`src/sv/pimrp_pkg.sv`:
```
// shared widths, types and control struct for the point-in-mesh ray parity block
package pimrp_pkg;

   localparam int COORD_W = 32;              // vertex and point coordinate width
   localparam int DIFF_W  = COORD_W + 1;     // edge and tvec components
   localparam int OPND_W  = DIFF_W + 2;      // multiplier operand width
   localparam int PROD_W  = 2 * OPND_W;      // full product width
   localparam int WIDE_W  = 2 * DIFF_W + 1;  // det, u and qvec components
   localparam int SPLIT   = WIDE_W / 2;      // low slice of a qvec component
   localparam int ACC_W   = WIDE_W + DIFF_W + 4;
   localparam int CNT_W   = 17;
   localparam int IDX_W   = 2;

   typedef logic signed [DIFF_W-1:0] diff_type;
   typedef logic signed [OPND_W-1:0] opnd_type;
   typedef logic signed [PROD_W-1:0] prod_type;
   typedef logic signed [WIDE_W-1:0] wide_type;
   typedef logic signed [ACC_W-1:0]  acc_type;

   // per-multiply control into the shared multiply-accumulate unit
   typedef struct packed {
      logic valid;
      logic clear;  // start a fresh sum
      logic sub;    // subtract the product
      logic shift;  // product belongs to the upper slice of a qvec component
   } mac_ctl_type;

   localparam logic [IDX_W-1:0] REG_POINT_X = 2'd0;
   localparam logic [IDX_W-1:0] REG_POINT_Y = 2'd1;
   localparam logic [IDX_W-1:0] REG_POINT_Z = 2'd2;

endpackage

```
`src/sv/pimrp_mac.sv`:
```
// shared signed multiplier with registered product and wide accumulator
module pimrp_mac (
   input  logic                  clock,
   input  logic                  reset,
   input  pimrp_pkg::mac_ctl_type ctl,
   input  pimrp_pkg::opnd_type   op_a,
   input  pimrp_pkg::opnd_type   op_b,
   output pimrp_pkg::acc_type    acc_sum,
   output pimrp_pkg::acc_type    acc_value
);

   pimrp_pkg::prod_type    prod_ff;
   pimrp_pkg::mac_ctl_type pctl_ff;
   pimrp_pkg::acc_type     acc_ff;
   pimrp_pkg::acc_type     prod_ext;
   pimrp_pkg::acc_type     term;
   pimrp_pkg::acc_type     base;

   always_comb begin
      prod_ext = {{(pimrp_pkg::ACC_W - pimrp_pkg::PROD_W){prod_ff[pimrp_pkg::PROD_W-1]}},
                  prod_ff};
      term     = pctl_ff.shift ? (prod_ext <<< pimrp_pkg::SPLIT) : prod_ext;
      base     = pctl_ff.clear ? '0 : acc_ff;
      acc_sum  = pctl_ff.sub ? (base - term) : (base + term);
   end

   assign acc_value = acc_ff;

   always_ff @(posedge clock) begin
      if (reset) begin
         pctl_ff <= '0;
      end else begin
         pctl_ff <= ctl;
      end
   end

   always_ff @(posedge clock) begin
      prod_ff <= op_a * op_b;
      if (pctl_ff.valid) begin
         acc_ff <= acc_sum;
      end
   end

endmodule

```
`config.mk`:
```
export PLATFORM = sky130hd
export DESIGN_NAME = pimrp_mac
export DESIGN_NICKNAME = d
export VERILOG_FILES = /design/src/sv/pimrp_pkg.sv /design/src/sv/pimrp_mac.sv
export SDC_FILE = /design/constraint.sdc
export NUM_CORES = 2
export LEC_CHECK = 0
export BUFFER_PORTS_ARGS = -buffer_cell sky130_fd_sc_hd__buf_2
export CAP_MARGIN = 20
export CORE_ASPECT_RATIO = 1.2
export CORE_UTILIZATION = 35
export CTS_CLUSTER_DIAMETER = 60
export DETAILED_ROUTE_END_ITERATION = 7
export PLACE_DENSITY_LB_ADDON = 0.3
export REMOVE_ABC_BUFFERS = 1
export SETUP_SLACK_MARGIN = 0.2
export SLEW_MARGIN = 0
export SYNTH_ARGS = -nofsm -noshare
export SYNTH_HDL_FRONTEND = slang
export SYNTH_SLANG_ARGS = --single-unit
```
`constraint.sdc`:
```
create_clock -name clock -period 14.85 [get_ports clock]
set_input_delay 2.97 -clock clock [delete_from_list [all_inputs] [get_ports clock]]
set_output_delay 2.97 -clock clock [all_outputs]
set_load 0.05 [all_outputs]
```
==> results by group <==
Finish
  • Register Area: between 4000 and 5000 um2
  • Net count, final: around 8300
  • Share of cells above drive strength 1: roughly 6%
  • Area of the multi-input gates: 48200 um2
  • Area Overhead vs Synth: 6.39%
  • Cell Count, Final, Fillers Out: ~8800
  • Commonest non-fill, non-tap cell in the layout: fa_1
  • Highest-count cells in the layout ignoring fill and taps: fa_1, inv_1, nand2_1
  • Filler cells: around 17000
  • Ant diodes: 0

Global routing
  • Initial antenna violation count: 2
  • Largest net degree at the start of global routing: 77
  • GR Overflow Total: 0
  • Global-route wire length before repair: 291000 um
  • Vias in the first global route: roughly 50000
  • Total Routing Usage GR: 22.1%

Routing
  • DR WL met2: about 94000 um
  • DR WL met3: about 8200 um
  • DR vias/cell: 5.09
  • Number of routed nets with antenna violations: 0
  • DRT met1 WL: between 70000 and 80000 um
  • DRC Markers: 0
  • Uppermost routed layer: met5
  • Vias: between 40000 and 50000
  • 1st-pass router iterations: 5
  • DR iter-0 viols: 2774
  • WL final: 186000 um
  • WL per Instance: 21.1 um

Die
  • Row count: 164
  • Initial Util: 35.3%
  • DIE WIDTH: about 380 um
  • DIE AREA: ~170000 um2
  • Vert. Die Dim: 452 um
  • Io pins: 284
  • Core box area: roughly 170000 um2

Clocking
  • # hold bufs at CTS: 0
  • Total clock sinks: about 180
  • CTS clk-pin slew, worst paths: about 80 ps
  • CTS resizes: 0
  • CTS tree: built
  • # Post-CTS Setup Buffers: 0
  • TritonCTS Buffers: 17
  • CTS H-Tree Depth: 4
  • Clk root buf: clkbuf_16
  • Clk buf depth: 2
  • Clk Latency, worst-skew pair: ~490 ps

Critical path
  • Worst Setup End Kind: register
  • Max stage delay on crit path: about 1300 ps
  • Family with the most delay on the worst path: adder cells
  • Startpoint types: input pin
  • Class of the most critical setup path: in -> reg
  • Worst Reg-to-Reg Cells: 21
  • R2r startpoint: pctl_ff[0]$_SDFF_PP0_
  • Worst Path Buf+Inv: 6
  • Crit path required time: 15260 ps
  • Slowest CP cell: fa_1
  • Reg2reg end: acc_value[80]$_DFFE_PP_
  • Critical path's most frequent cell: fa_1
  • Critical path arrival: about 12000 ps
  • CP max FO: 35
  • Reg-to-reg slack, setup: 7660 ps

Synth
  • Multiplexer share of the synthesized area: less than 1%
  • Top FF cell, synth: edfxtp_1
  • Largest family of logic cells by synthesized area: adder cells
  • Flops & latches, synth: roughly 180
  • Post-synth EDFFs: approximately 100
  • Syn Std Cell Area: between 50000 and 60000 um2
  • XOR/XNOR share of the synthesized area: roughly 3.9%
  • Post-Synth Simple-Gate Area: about 17%
  • Netlist cell types: 95
  • Post-synthesis sequential area ratio: under 10%
  • Syn Area/Cell: roughly 9 um2
  • Adder and majority gate portion of the synthesized area: between 50% and 60%
  • Mapped Cells: between 6000 and 7000
  • Yosys warns: 0
  • Ys async rst share: 0%
  • Synth Area in Compound Gates: 8.74%

STA
  • Fin. Hold Viols: 0
  • Relative slew slack: 27.1%
  • Fin Clk Skew: 19.1 ps
  • Post-route clock period utilization: between 70% and 80%
  • Setup_tns: 0 ps
  • Peak Freq: approximately 89 MHz
  • Worst-Margin Slew: between 1000 and 1500 ps
  • Final worst slack: ~3600 ps
  • RSZ-0062 raised after global routing: false
  • Min Tclk post-route: ~11000 ps
  • Fin. max-slew vios: 0
  • Setup violators final: 0

Placement
  • Dpl cells: ~8800
  • Buffers added on ports: 283
  • GPL Wtd Cong: between 0.9 and 1
  • Hpwl dp: ~150000 um
  • Dpl ws: about 3000 ps

Worst hold path
  • Hold depth: 0
  • Min-Delay Startpoint: pctl_ff[3]$_SDFF_PP0_
  • Hold Path End: acc_value[63]$_DFFE_PP_
  • Hold crit path type: reg -> reg

Run
  • Max-cap violations: 0

Run status
  • Status: complete, no violations
-- cell usage after synthesis, types with 5 or more instances --
| cell type | count | area share [%] |
|---|---|---|
| a21boi_1 | 7 | 0.089 |
| nand4_1 | 48 | 0.51 |
| buf_2 | 17 | 0.14 |
| nor4_1 | 23 | 0.24 |
| edfxtp_1 | 104 | 5.3 |
| inv_1 | 1300 | 8.3 |
| a31oi_1 | 40 | 0.42 |
| o31ai_1 | 17 | 0.22 |
| and4_1 | 6 | 0.089 |
| buf_1 | 14 | 0.089 |
| a41oi_1 | 6 | 0.089 |
| o21ai_0 | 97 | 0.82 |
| fa_1 | 1312 | 44 |
| and3_1 | 18 | 0.19 |
| or2_2 | 8 | 0.085 |
| mux2i_1 | 32 | 0.54 |
| o211ai_1 | 13 | 0.17 |
| nand2_1 | 727 | 4.6 |
| o21ai_1 | 36 | 0.31 |
| a31o_2 | 6 | 0.089 |
| ha_1 | 311 | 6.6 |
| a311oi_1 | 5 | 0.074 |
| dfxtp_1 | 74 | 2.5 |
| o21a_1 | 34 | 0.43 |
| clkbuf_1 | 319 | 2.0 |
| a211o_1 | 6 | 0.089 |
| xnor2_1 | 146 | 2.2 |
| or3_1 | 11 | 0.12 |
| a21o_1 | 111 | 1.4 |
| nor2b_1 | 151 | 1.6 |
| nand3_1 | 40 | 0.34 |
| nor2_1 | 226 | 1.4 |
| or4_1 | 7 | 0.089 |
| and2_1 | 645 | 6.8 |
| nor3_1 | 50 | 0.42 |
| a21boi_0 | 5 | 0.064 |
| nand2b_1 | 34 | 0.36 |
| a21oi_1 | 301 | 2.6 |
| a211oi_1 | 19 | 0.24 |
| o21bai_1 | 34 | 0.43 |
| xor2_1 | 118 | 1.8 |
-- per-stage QoR --
stage               hold slack (ps)  area (um2)  util (%)
finish                          703       62800      37.6
global route                    731       62800      37.6
CTS                             706       62800      37.6
detailed placement              703       62200      37.3
global placement                700       62200      37.2
floorplan                      1020       57700         -
-- metal layers --
metal	global-route usage [%]	vias up
li1	-	20000
met1	27.7	23300
met2	39.7	1301
met3	1.99	289
met4	7.41	4
met5	0	-
-- cell type report --
type                    instances  share of cell area (%)
multi-input cells            4745                    76.8
flip-flops and latches        178                    7.35
clock inverters                10                   0.137
well taps                    2241                    4.46
clock buffers                  21                   0.785
inverters                    1303                    7.79
repair buffers                319                    2.72
-- kinds of logic (layout without fill, tap and decap cells) --
group,after synthesis,in the layout
mux,35,35
flops,178,178
compound gates,804,804
xor+xnor,264,264
fa+ha+maj,1623,1623
buf+inv,1653,1653
simple gates,2019,2019
-- worst reg2reg max path: stages (launching register included) --
cell,delay (ps)
dfxtp_4,700
inv_2,110
buf_4,290
nand2_1,180
ha_1,260
o21ai_0,230
nor2_1,340
nand2_1,160
nor4_1,670
a21oi_1,170
xor2_1,450
ha_1,380
nand4_1,220
nor4_1,720
nand2_1,120
a21oi_1,570
o211a_1,360
or2_1,210
nand2_1,80
or4_1,430
nand3b_1,140
xor2_1,230
-- sequential cells by signal, indices dropped and copies added, names as in the netlist --
signal     count
pctl_ff        4
acc_value    104
prod_ff       70
-- how the worst max path moves through the flow --
| stage | slack (ps) | to | cells past startpoint | startpoint |
|---|---|---|---|---|
| 4_1_cts | 3580 | prod_ff[69]$_DFF_P_ | 26 | op_b[8] |
| 6_report | 3620 | prod_ff[69]$_DFF_P_ | 25 | op_a[34] |
| 5_1_grt | 3140 | prod_ff[68]$_DFF_P_ | 28 | op_b[8] |
| 3_3_place_gp | 3150 | prod_ff[68]$_DFF_P_ | 27 | op_a[34] |
| 2_1_floorplan | 2220 | acc_sum[100] | 23 | pctl_ff[0]$_SDFF_PP0_ |
| 3_5_place_dp | 3070 | prod_ff[69]$_DFF_P_ | 26 | op_b[8] |
Power is not shown: default switching activity piles up to over one toggle a cycle in this logic, so the estimate is an artifact.
